### src/design/rswc_pkg.sv
// shared types, constants and the control store for the rain sensing wiper controller
// no dependencies; every other design file imports this package
package rswc_pkg;

   // averaging, timing and display constants
   localparam int unsigned SAMPLE_COUNT  = 10;
   localparam int unsigned SETTLE_MS     = 10;
   localparam int unsigned PAUSE_UNIT_MS = 1000;
   localparam int unsigned DIGIT_COUNT   = 10;

   // floor(sum / SAMPLE_COUNT) as a multiply by a rounded-up reciprocal
   localparam int unsigned MEAN_SHIFT = 19;
   localparam int unsigned MEAN_MULT  = (2**MEAN_SHIFT + SAMPLE_COUNT - 1) / SAMPLE_COUNT;

   localparam logic [3:0]  SPEED_FULL  = 4'd10;
   localparam logic [3:0]  DIGIT_LAST  = 4'(DIGIT_COUNT - 1);
   localparam logic [9:0]  SENSOR_MAX_RESET = 10'd150;
   localparam logic [15:0] PULSE_MS_RESET   = 16'd1000;
   localparam logic [6:0]  PATTERN_BLANK    = 7'h7f;

   // configuration register indexes
   localparam logic CSR_SENSOR_MAX = 1'b0;
   localparam logic CSR_PULSE_MS   = 1'b1;

   // item kinds on the request side
   localparam logic REQ_SAMPLE = 1'b0;
   localparam logic REQ_TICK   = 1'b1;

   // display port images per digit
   localparam logic [7:0] PORT_HI_TAB [DIGIT_COUNT] = '{
      8'hfb, 8'h63, 8'hb7, 8'h77, 8'h6f, 8'h5f, 8'hdf, 8'h73, 8'hff, 8'h7f};
   localparam logic [7:0] PORT_LO_TAB [DIGIT_COUNT] = '{
      8'hff, 8'hfe, 8'hff, 8'hff, 8'hfe, 8'hff, 8'hff, 8'hfe, 8'hff, 8'hff};

   typedef enum logic [1:0] {
      PH_SAMPLE = 2'd0,
      PH_DRIVE  = 2'd1,
      PH_PAUSE  = 2'd2,
      PH_SETTLE = 2'd3
   } phase_type;

   typedef enum logic [3:0] {
      OP_FETCH,
      OP_CHK_TICK,
      OP_CHK_SAMP,
      OP_ADD,
      OP_MEAN,
      OP_CLAMP,
      OP_DIV,
      OP_SPEED,
      OP_TICK,
      OP_ENTER,
      OP_EMIT
   } op_type;

   typedef logic [3:0] step_type;

   typedef struct packed {
      op_type     op;
      step_type   target;
      logic [1:0] shamt;
   } ctl_word_type;

   typedef struct packed {
      logic jump;
      logic hold;
   } seq_status_type;

   // microprogram addresses
   localparam step_type STEP_FETCH    = 4'd0;
   localparam step_type STEP_CHK_TICK = 4'd1;
   localparam step_type STEP_CHK_SAMP = 4'd2;
   localparam step_type STEP_ADD      = 4'd3;
   localparam step_type STEP_MEAN     = 4'd4;
   localparam step_type STEP_CLAMP    = 4'd5;
   localparam step_type STEP_DIV3     = 4'd6;
   localparam step_type STEP_DIV2     = 4'd7;
   localparam step_type STEP_DIV1     = 4'd8;
   localparam step_type STEP_DIV0     = 4'd9;
   localparam step_type STEP_SPEED    = 4'd10;
   localparam step_type STEP_TICK     = 4'd11;
   localparam step_type STEP_ENTER    = 4'd12;
   localparam step_type STEP_EMIT     = 4'd13;

   // control store
   function automatic ctl_word_type micro_rom(input step_type step);
      ctl_word_type w;
      unique case (step)
         STEP_FETCH:    w = '{op: OP_FETCH,    target: STEP_FETCH, shamt: 2'd0};
         STEP_CHK_TICK: w = '{op: OP_CHK_TICK, target: STEP_TICK,  shamt: 2'd0};
         STEP_CHK_SAMP: w = '{op: OP_CHK_SAMP, target: STEP_EMIT,  shamt: 2'd0};
         STEP_ADD:      w = '{op: OP_ADD,      target: STEP_EMIT,  shamt: 2'd0};
         STEP_MEAN:     w = '{op: OP_MEAN,     target: STEP_FETCH, shamt: 2'd0};
         STEP_CLAMP:    w = '{op: OP_CLAMP,    target: STEP_FETCH, shamt: 2'd0};
         STEP_DIV3:     w = '{op: OP_DIV,      target: STEP_FETCH, shamt: 2'd3};
         STEP_DIV2:     w = '{op: OP_DIV,      target: STEP_FETCH, shamt: 2'd2};
         STEP_DIV1:     w = '{op: OP_DIV,      target: STEP_FETCH, shamt: 2'd1};
         STEP_DIV0:     w = '{op: OP_DIV,      target: STEP_FETCH, shamt: 2'd0};
         STEP_SPEED:    w = '{op: OP_SPEED,    target: STEP_ENTER, shamt: 2'd0};
         STEP_TICK:     w = '{op: OP_TICK,     target: STEP_EMIT,  shamt: 2'd0};
         STEP_ENTER:    w = '{op: OP_ENTER,    target: STEP_EMIT,  shamt: 2'd0};
         STEP_EMIT:     w = '{op: OP_EMIT,     target: STEP_FETCH, shamt: 2'd0};
         default:       w = '{op: OP_FETCH,    target: STEP_FETCH, shamt: 2'd0};
      endcase
      return w;
   endfunction

   // seven-segment image: upper six port bits above the low segment bit
   function automatic logic [6:0] seg_pattern(input logic [3:0] digit);
      return {PORT_HI_TAB[digit][7:2], PORT_LO_TAB[digit][0]};
   endfunction

endpackage

### src/design/rswc_sequencer.sv
// step counter and control store lookup for the wiper controller
// depends on rswc_pkg
module rswc_sequencer
   import rswc_pkg::*;
(
   input  logic           clock,
   input  logic           reset,
   input  seq_status_type status,
   output ctl_word_type   ctl
);

   step_type pc_ff;
   step_type pc_in;

   // current control word
   assign ctl = micro_rom(pc_ff);

   // hold, branch or fall through
   always_comb begin
      priority if (status.hold) begin
         pc_in = pc_ff;
      end else if (status.jump) begin
         pc_in = ctl.target;
      end else begin
         pc_in = pc_ff + 4'd1;
      end
   end

   always_ff @(posedge clock) begin
      if (reset) begin
         pc_ff <= STEP_FETCH;
      end else begin
         pc_ff <= pc_in;
      end
   end

endmodule

### src/design/rswc_datapath.sv
// datapath of the wiper controller: averaging, speed divide, phase timer, result register
// depends on rswc_pkg; driven one control word per cycle by rswc_sequencer
module rswc_datapath
   import rswc_pkg::*;
(
   input  logic           clock,
   input  logic           reset,
   input  ctl_word_type   ctl,
   output seq_status_type status,
   input  logic           req_tvalid,
   output logic           req_tready,
   input  logic           req_type,
   input  logic [9:0]     sample_value,
   output logic           rsp_tvalid,
   input  logic           rsp_tready,
   output logic [15:0]    rsp_tdata,
   input  logic           csr_we,
   input  logic           csr_index,
   input  logic [15:0]    csr_wdata
);

   logic        type_ff, type_in;
   logic [9:0]  sample_ff, sample_in;
   logic [13:0] sum_ff, sum_in;
   logic [3:0]  idx_ff, idx_in;
   phase_type   phase_ff, phase_in;
   phase_type   tgt_ff, tgt_in;
   logic [15:0] ms_ff, ms_in;
   logic        dir_ff, dir_in;
   logic [3:0]  speed_ff, speed_in;
   logic [6:0]  pattern_ff, pattern_in;
   logic [13:0] mean_ff, mean_in;
   logic [13:0] rem_ff, rem_in;
   logic [3:0]  quo_ff, quo_in;
   logic [9:0]  max_ff, max_in;
   logic [15:0] pulse_ff, pulse_in;
   logic        rsp_valid_ff, rsp_valid_in;
   logic [15:0] rsp_data_ff, rsp_data_in;

   logic        accept;
   logic [3:0]  idx_next;
   logic [33:0] mean_prod;
   logic [9:0]  clamped;
   logic [13:0] divisor;
   logic [15:0] ms_dec;
   logic [15:0] pause_len;
   logic [15:0] phase_len;
   logic        driving;
   logic        out_free;

   assign req_tready = (ctl.op == OP_FETCH);
   assign accept     = req_tvalid && req_tready;
   assign rsp_tvalid = rsp_valid_ff;
   assign rsp_tdata  = rsp_data_ff;

   // shared arithmetic
   assign idx_next  = idx_ff + 4'd1;
   assign mean_prod = 34'(sum_ff) * 34'(MEAN_MULT);
   assign clamped   = (mean_ff > 14'(max_ff)) ? max_ff : mean_ff[9:0];
   assign divisor   = 14'(max_ff) << ctl.shamt;
   assign ms_dec    = (ms_ff != 16'd0) ? ms_ff - 16'd1 : ms_ff;
   assign pause_len = 16'(32'(SPEED_FULL - speed_ff) * PAUSE_UNIT_MS);
   assign driving   = (phase_ff == PH_DRIVE);
   assign out_free  = !rsp_valid_ff || rsp_tready;

   // length of the phase about to be entered
   always_comb begin
      unique case (tgt_ff)
         PH_DRIVE:  phase_len = pulse_ff;
         PH_PAUSE:  phase_len = pause_len;
         PH_SETTLE: phase_len = 16'(SETTLE_MS);
         default:   phase_len = 16'd0;
      endcase
   end

   // configuration writes
   always_comb begin
      max_in   = max_ff;
      pulse_in = pulse_ff;
      if (csr_we) begin
         unique case (csr_index)
            CSR_SENSOR_MAX: max_in   = csr_wdata[9:0];
            CSR_PULSE_MS:   pulse_in = csr_wdata;
            default:        max_in   = max_ff;
         endcase
      end
   end

   // micro-operation decode
   always_comb begin
      type_in      = type_ff;
      sample_in    = sample_ff;
      sum_in       = sum_ff;
      idx_in       = idx_ff;
      phase_in     = phase_ff;
      tgt_in       = tgt_ff;
      ms_in        = ms_ff;
      dir_in       = dir_ff;
      speed_in     = speed_ff;
      pattern_in   = pattern_ff;
      mean_in      = mean_ff;
      rem_in       = rem_ff;
      quo_in       = quo_ff;
      rsp_valid_in = rsp_valid_ff && !rsp_tready;
      rsp_data_in  = rsp_data_ff;
      status       = '0;

      unique case (ctl.op)
         OP_FETCH: begin
            status.hold = !accept;
            type_in     = req_type;
            sample_in   = sample_value;
         end
         OP_CHK_TICK: begin
            status.jump = (type_ff == REQ_TICK);
         end
         OP_CHK_SAMP: begin
            // samples are dropped outside the sampling phase
            status.jump = (phase_ff != PH_SAMPLE);
         end
         OP_ADD: begin
            sum_in      = sum_ff + 14'(sample_ff);
            idx_in      = idx_next;
            status.jump = ({1'b0, idx_next} < 5'(SAMPLE_COUNT));
         end
         OP_MEAN: begin
            mean_in = mean_prod[MEAN_SHIFT +: 14];
         end
         OP_CLAMP: begin
            rem_in = 14'({clamped, 3'b000}) + 14'({clamped, 1'b0});
            quo_in = 4'd0;
         end
         OP_DIV: begin
            // one restoring step; a zero divisor leaves the quotient at zero
            if (max_ff != 10'd0 && rem_ff >= divisor) begin
               rem_in = rem_ff - divisor;
               quo_in = quo_ff | (4'b0001 << ctl.shamt);
            end
         end
         OP_SPEED: begin
            speed_in    = quo_ff;
            pattern_in  = seg_pattern((quo_ff > DIGIT_LAST) ? DIGIT_LAST : quo_ff);
            status.jump = 1'b1;
            if (quo_ff != 4'd0) begin
               dir_in = ~dir_ff;
               tgt_in = PH_DRIVE;
            end else begin
               tgt_in = PH_SETTLE;
            end
         end
         OP_TICK: begin
            // ticks while sampling are ignored
            if (phase_ff == PH_SAMPLE) begin
               status.jump = 1'b1;
            end else begin
               ms_in = ms_dec;
               if (ms_dec == 16'd0) begin
                  tgt_in = phase_type'(phase_ff + 2'd1);
               end else begin
                  status.jump = 1'b1;
               end
            end
         end
         OP_ENTER: begin
            // zero-length phases are stepped over, one per cycle
            phase_in = tgt_ff;
            if (tgt_ff == PH_SAMPLE) begin
               sum_in = 14'd0;
               idx_in = 4'd0;
               ms_in  = 16'd0;
            end else if (phase_len != 16'd0) begin
               ms_in = phase_len;
            end else begin
               tgt_in      = phase_type'(tgt_ff + 2'd1);
               status.hold = 1'b1;
            end
         end
         OP_EMIT: begin
            status.hold = !out_free;
            status.jump = out_free;
            if (out_free) begin
               rsp_valid_in = 1'b1;
               rsp_data_in  = {2'b00, (phase_ff == PH_SAMPLE), speed_ff, pattern_ff[0],
                               pattern_ff[6:1], driving & ~dir_ff, driving & dir_ff};
            end
         end
         default: begin
            status = '0;
         end
      endcase
   end

   // control state
   always_ff @(posedge clock) begin
      if (reset) begin
         sum_ff       <= '0;
         idx_ff       <= '0;
         phase_ff     <= PH_SAMPLE;
         ms_ff        <= '0;
         dir_ff       <= 1'b0;
         speed_ff     <= '0;
         pattern_ff   <= PATTERN_BLANK;
         max_ff       <= SENSOR_MAX_RESET;
         pulse_ff     <= PULSE_MS_RESET;
         rsp_valid_ff <= 1'b0;
      end else begin
         sum_ff       <= sum_in;
         idx_ff       <= idx_in;
         phase_ff     <= phase_in;
         ms_ff        <= ms_in;
         dir_ff       <= dir_in;
         speed_ff     <= speed_in;
         pattern_ff   <= pattern_in;
         max_ff       <= max_in;
         pulse_ff     <= pulse_in;
         rsp_valid_ff <= rsp_valid_in;
      end
   end

   // working and payload registers
   always_ff @(posedge clock) begin
      type_ff     <= type_in;
      sample_ff   <= sample_in;
      tgt_ff      <= tgt_in;
      mean_ff     <= mean_in;
      rem_ff      <= rem_in;
      quo_ff      <= quo_in;
      rsp_data_ff <= rsp_data_in;
   end

`ifndef SYNTHESIS
   a_sample_timer_clear: assert property (@(posedge clock) disable iff (reset)
      (phase_ff == PH_SAMPLE) |-> (ms_ff == 16'd0))
      else $error("timer not clear while sampling");

   a_timed_phase_armed: assert property (@(posedge clock) disable iff (reset)
      (ctl.op == OP_FETCH && phase_ff != PH_SAMPLE) |-> (ms_ff != 16'd0))
      else $error("timed phase idle with expired timer");

   a_quotient_range: assert property (@(posedge clock) disable iff (reset)
      (ctl.op == OP_SPEED) |-> (quo_ff <= SPEED_FULL))
      else $error("speed divide out of range");

   a_result_from_emit: assert property (@(posedge clock) disable iff (reset)
      $rose(rsp_valid_ff) |-> $past(ctl.op == OP_EMIT))
      else $error("result raised outside emit step");
`endif

endmodule

### src/design/rain_sensing_wiper_controller.sv
// top level of the rain sensing wiper controller
// depends on rswc_pkg, rswc_sequencer and rswc_datapath
//
// Each request item is a rain sensor sample (tuser 0) or a 1 ms tick (tuser 1), and each one
// produces exactly one response item holding the drive lines, the latched seven-segment
// image, the last speed (0 to 10) and whether samples are being taken. Every tenth sample
// taken while sampling closes an average: the mean is clamped to sensor_max, the speed is
// mean*10/sensor_max, and a nonzero speed flips direction and starts drive, pause and
// settle phases timed in ticks; samples outside sampling and ticks during sampling change
// nothing. Work is run by a microcoded step sequencer, one item at a time. A sample that
// closes an average also passes through the mean multiply, the clamp and the four-step
// restoring divide, and zero-length phases are stepped over one at a time. The response
// register lets the next item be taken while a result still waits; the emit step of that
// next item stalls until the waiting result is taken. csr_index 0 writes sensor_max (reset
// 150), index 1 writes pulse_ms (reset 1000); write them only while the block is idle.
module rain_sensing_wiper_controller
   import rswc_pkg::*;
(
   input  logic        clock,
   input  logic        reset,
   input  logic        req_tvalid,
   output logic        req_tready,
   input  logic [15:0] req_tdata,   // [9:0] sample_value, [15:10] zero
   input  logic [0:0]  req_tuser,   // [0] req_type
   output logic        rsp_tvalid,
   input  logic        rsp_tready,
   output logic [15:0] rsp_tdata,   // [0] drive_forward, [1] drive_reverse,
                                    // [7:2] segment_upper, [8] segment_lowbit,
                                    // [12:9] speed_level, [13] sampling, [15:14] zero
   input  logic        csr_we,
   input  logic [0:0]  csr_index,
   input  logic [15:0] csr_wdata
);

   ctl_word_type   ctl;
   seq_status_type status;

   // step counter and control store
   rswc_sequencer u_sequencer (
      .clock  (clock),
      .reset  (reset),
      .status (status),
      .ctl    (ctl)
   );

   // datapath and response register
   rswc_datapath u_datapath (
      .clock        (clock),
      .reset        (reset),
      .ctl          (ctl),
      .status       (status),
      .req_tvalid   (req_tvalid),
      .req_tready   (req_tready),
      .req_type     (req_tuser[0]),
      .sample_value (req_tdata[9:0]),
      .rsp_tvalid   (rsp_tvalid),
      .rsp_tready   (rsp_tready),
      .rsp_tdata    (rsp_tdata),
      .csr_we       (csr_we),
      .csr_index    (csr_index[0]),
      .csr_wdata    (csr_wdata)
   );

endmodule

### config.mk
export PLATFORM = sky130hd
export DESIGN_NAME = rain_sensing_wiper_controller
export DESIGN_NICKNAME = d
export VERILOG_FILES = /design/src/design/rswc_pkg.sv /design/src/design/rswc_sequencer.sv /design/src/design/rswc_datapath.sv /design/src/design/rain_sensing_wiper_controller.sv
export SDC_FILE = /design/constraint.sdc
export NUM_CORES = 1
export LEC_CHECK = 0
export ABC_AREA = 1
export CORE_MARGIN = 4
export CORE_UTILIZATION = 45
export CTS_BUF_LIST = sky130_fd_sc_hd__clkbuf_16
export DETAILED_ROUTE_END_ITERATION = 7
export DONT_BUFFER_PORTS = 1
export PLACE_DENSITY = 0.62
export SLEW_MARGIN = 10
export SYNTH_ARGS = -nofsm -noshare
export SYNTH_HDL_FRONTEND = slang
export SYNTH_SLANG_ARGS = --single-unit
export TNS_END_PERCENT = 1
### constraint.sdc
create_clock -name clock -period 6.35 [get_ports clock]
set_input_delay 1.27 -clock clock [delete_from_list [all_inputs] [get_ports clock]]
set_output_delay 1.27 -clock clock [all_outputs]
set_load 0.03 [all_outputs]
==> flow_summary.toml <==
[grt]
grt_usage_pct = 19.46
grt_max_degree = 50
antenna_found_initial = 0
top_usage_layer = "met2"
use_met1_pct = 25.18
grt_pass1_wl_um = 50270
grt_pass1_vias = 10299
grt.overflow.total = 0
grt_util_met3_pct = 3.031
met2_usage_pct = 34.30

[synthesis]
synth_edf_count = 56
ys_seq_area_share_pct = 26.48
synth_top_flop_cell = "dfxtp_1"
ys_seq_elements = 145
synth.distinct_cells = 55
netlist_instances = 1667
syn_area_per_cell_um2 = 7.845
async_flop_share_pct = 0
yosysWarnings = 0
syn_area_um2 = 13080

[die]
design.die.area_um2 = 31850
die_y_um = 178.5
die_w_um = 178.5
coreArea_um2 = 28700
io_pins = 57
initial_core_util_pct = 45.56
row_count = 62

[detailed_routing]
first_iter_violations = 562
drc = 0
viasPerCell = 5.173
vias = 10647
wl_per_cell_um = 14.63
ant_nets = 0
dr.pass1.iters = 6
drt_wl_total_um = 30120

[sta]
clock_skew_ns = 0.01178
fin_setup_tns_ns = 0
finalMaxSlewViolations = 0
finalWorstSetupSlack_ns = 0.8286
slew_headroom_pct = 22.51
worst_slew_pin_slew_ns = 1.158
period_needed_ns = 5.521
fin_crit_sh_pct = 86.95
rsz0062_at_grt = "false"
hold_violations = 0
final-setup-viol-count = 0
fmax_mhz = 181.1

[final_layout]
final_nets = 1953
mostFrequentLayoutCell = "nand2_1"
drive_gt1_share_pct = 5.556
postLayoutCoreUtil_pct = 48.98
final_area_um2 = 14060
diodes = 0
area_delta_synth_final_pct = 7.510
mostFrequentLayoutCells = "nand2_1 (343), inv_1 (240), ha_1 (183)"

[power]
p_leak_nw = 7.125
power.total_mw = 4.769
pwr_density_cell_nw_per_um2 = 339.2
peakVddDrop_mv = 0.1455

[clock_network]
cts_resized = 0
cts_hold_buf = 0
postCtsSetupRepairBufs = 0
htree_levels = 4
cts_tree = "built"
clock_path_buffers = 2
cts_num_sinks = 145
insertion_delay_ns = 0.42
path_clk_slew_ns = 0.07
numCtsBuffers = 17
root_buffer = "clkbuf_16"

[setup_path]
crit_start = "u_datapath.speed_ff[0]$_SDFFE_PP0P_"
critPathKind = "reg -> reg"
cp_slowest_cell = "dfxtp_1"
arrival_ns = 5.82
cp-start-kind = "flop"
max_stage_delay_ns = 0.55
cp-end-kind = "flop"
worstReg2RegStart = "u_datapath.speed_ff[0]$_SDFFE_PP0P_"
path_max_fanout = 9
crit_required_ns = 6.64
cp_common_cell = "nand2_1"

[place]
io_buffers = 0
post-dp-hpwl_um = 24340
dpl_worst_slack_ns = 0.8338
gp_congestion = 0.8882
dpl_cell_area_um2 = 13480

[run_status]
status = "finished, final reports clean"

[hold_path]
holdCritStartpoint = "u_datapath.pattern_ff[2]$_SDFFE_PP1P_"
min_path_type = "reg -> reg"

[run]
maxCapViolations = 0
## synthesized netlist by cell type, drive strengths merged, types with 6 or more instances
cell | instances | share of area [%]
a21oi | 126 | 4.8
nor3 | 11 | 0.46
clkbuf | 23 | 0.66
inv | 247 | 7.1
nand2 | 357 | 11
a31oi | 6 | 0.29
nand3b | 7 | 0.40
o21ai | 130 | 5.1
o211ai | 9 | 0.52
ha | 183 | 18
xor2 | 26 | 1.7
nand4 | 15 | 0.72
fa | 69 | 11
dfxtp | 89 | 14
nand3 | 81 | 3.5
nor2 | 157 | 5.1
or2 | 8 | 0.38
xnor2 | 17 | 1.1
edfxtp | 56 | 13
o21bai | 6 | 0.34
buf | 6 | 0.33
## logic make-up after synthesis
logic type               share of synthesized area, %
adder cells (fa/ha/maj)                         28.07
AO/OA/AOI/OAI                                   12.41
other                                         0.02868
multiplexers                                   0.2296
XOR/XNOR                                        2.880
buffers and inverters                           8.180
flip-flops                                      26.48
AND/OR/NAND/NOR                                 21.72
## metrics by stage
step | cells | hold WS, ns
after detailed placement | 2027 | 0.4204
after floorplan | 1668 | 0.4030
after global routing | 2058 | 0.4445
after CTS | 2058 | 0.4383
after global placement | 2027 | 0.4153
final | 2058 | 0.4327
## flip-flops by register name, indices dropped and copies added (netlist names), 2 cells and up
signal and count:
u_datapath.idx_ff 4, u_datapath.max_ff 10, u_datapath.mean_ff 11, u_datapath.ms_ff 16
u_datapath.pattern_ff 7, u_datapath.phase_ff 2, u_datapath.pulse_ff 16, u_datapath.quo_ff 4
u_datapath.rem_ff 14, u_datapath.rsp_tdata 14, u_datapath.sample_ff 10, u_datapath.speed_ff 4
u_datapath.sum_ff 14, u_datapath.tgt_ff 2, u_sequencer.ctl 10, u_sequencer.pc_ff 4
## final cells by class
| cell class | count | area [um2] |
|---|---|---|
| timing repair buffer | 4 | 30.03 |
| clock inverter | 13 | 126.4 |
| sequential | 145 | 3463 |
| fill | 2814 | 14640 |
| multi-input combinational | 1244 | 8568 |
| clock buffer | 18 | 450.4 |
| tap | 384 | 480.5 |
| inverter | 250 | 940.9 |
## final timing paths
kind,cells after the start,slack (ns),to
setup / recovery,30,0.83,u_sequencer.ctl[6]$_DFF_P_
hold / removal,0,0.43,u_datapath.rsp_tdata[3]$_DFFE_PP_
hold reg to reg,0,0.43,u_datapath.rsp_tdata[3]$_DFFE_PP_
setup reg to reg,30,0.83,u_sequencer.ctl[6]$_DFF_P_
## power by group
| group | internal, mW | leakage (nW) | switching (mW) |
|---|---|---|---|
| combinational | 0.902 | 5.59 | 1.59 |
| sequential | 1.16 | 1.26 | 0.126 |
| clock | 0.567 | 0.270 | 0.430 |
| total | 2.63 | 7.12 | 2.14 |
## routing by layer
| metal | vias to the layer above | part of all wire [%] |
|---|---|---|
| li1 | 5494 | - |
| met1 | 4942 | 46 |
| met2 | 188 | 49 |
| met3 | 23 | 3.9 |
| met4 | 0 | 1.3 |
| met5 | - | 0 |
## critical path, delay by kind of cell (launching register included)
family / cells / cell delay (ns)
DFF: 1 / 0.55
buffers and inverters: 5 / 0.46
xor gates and xnor gates: 1 / 0.27
adders and majority gates: 5 / 2.19
and+or+nand+nor: 19 / 1.91
Power figures use the tool's default switching activity.
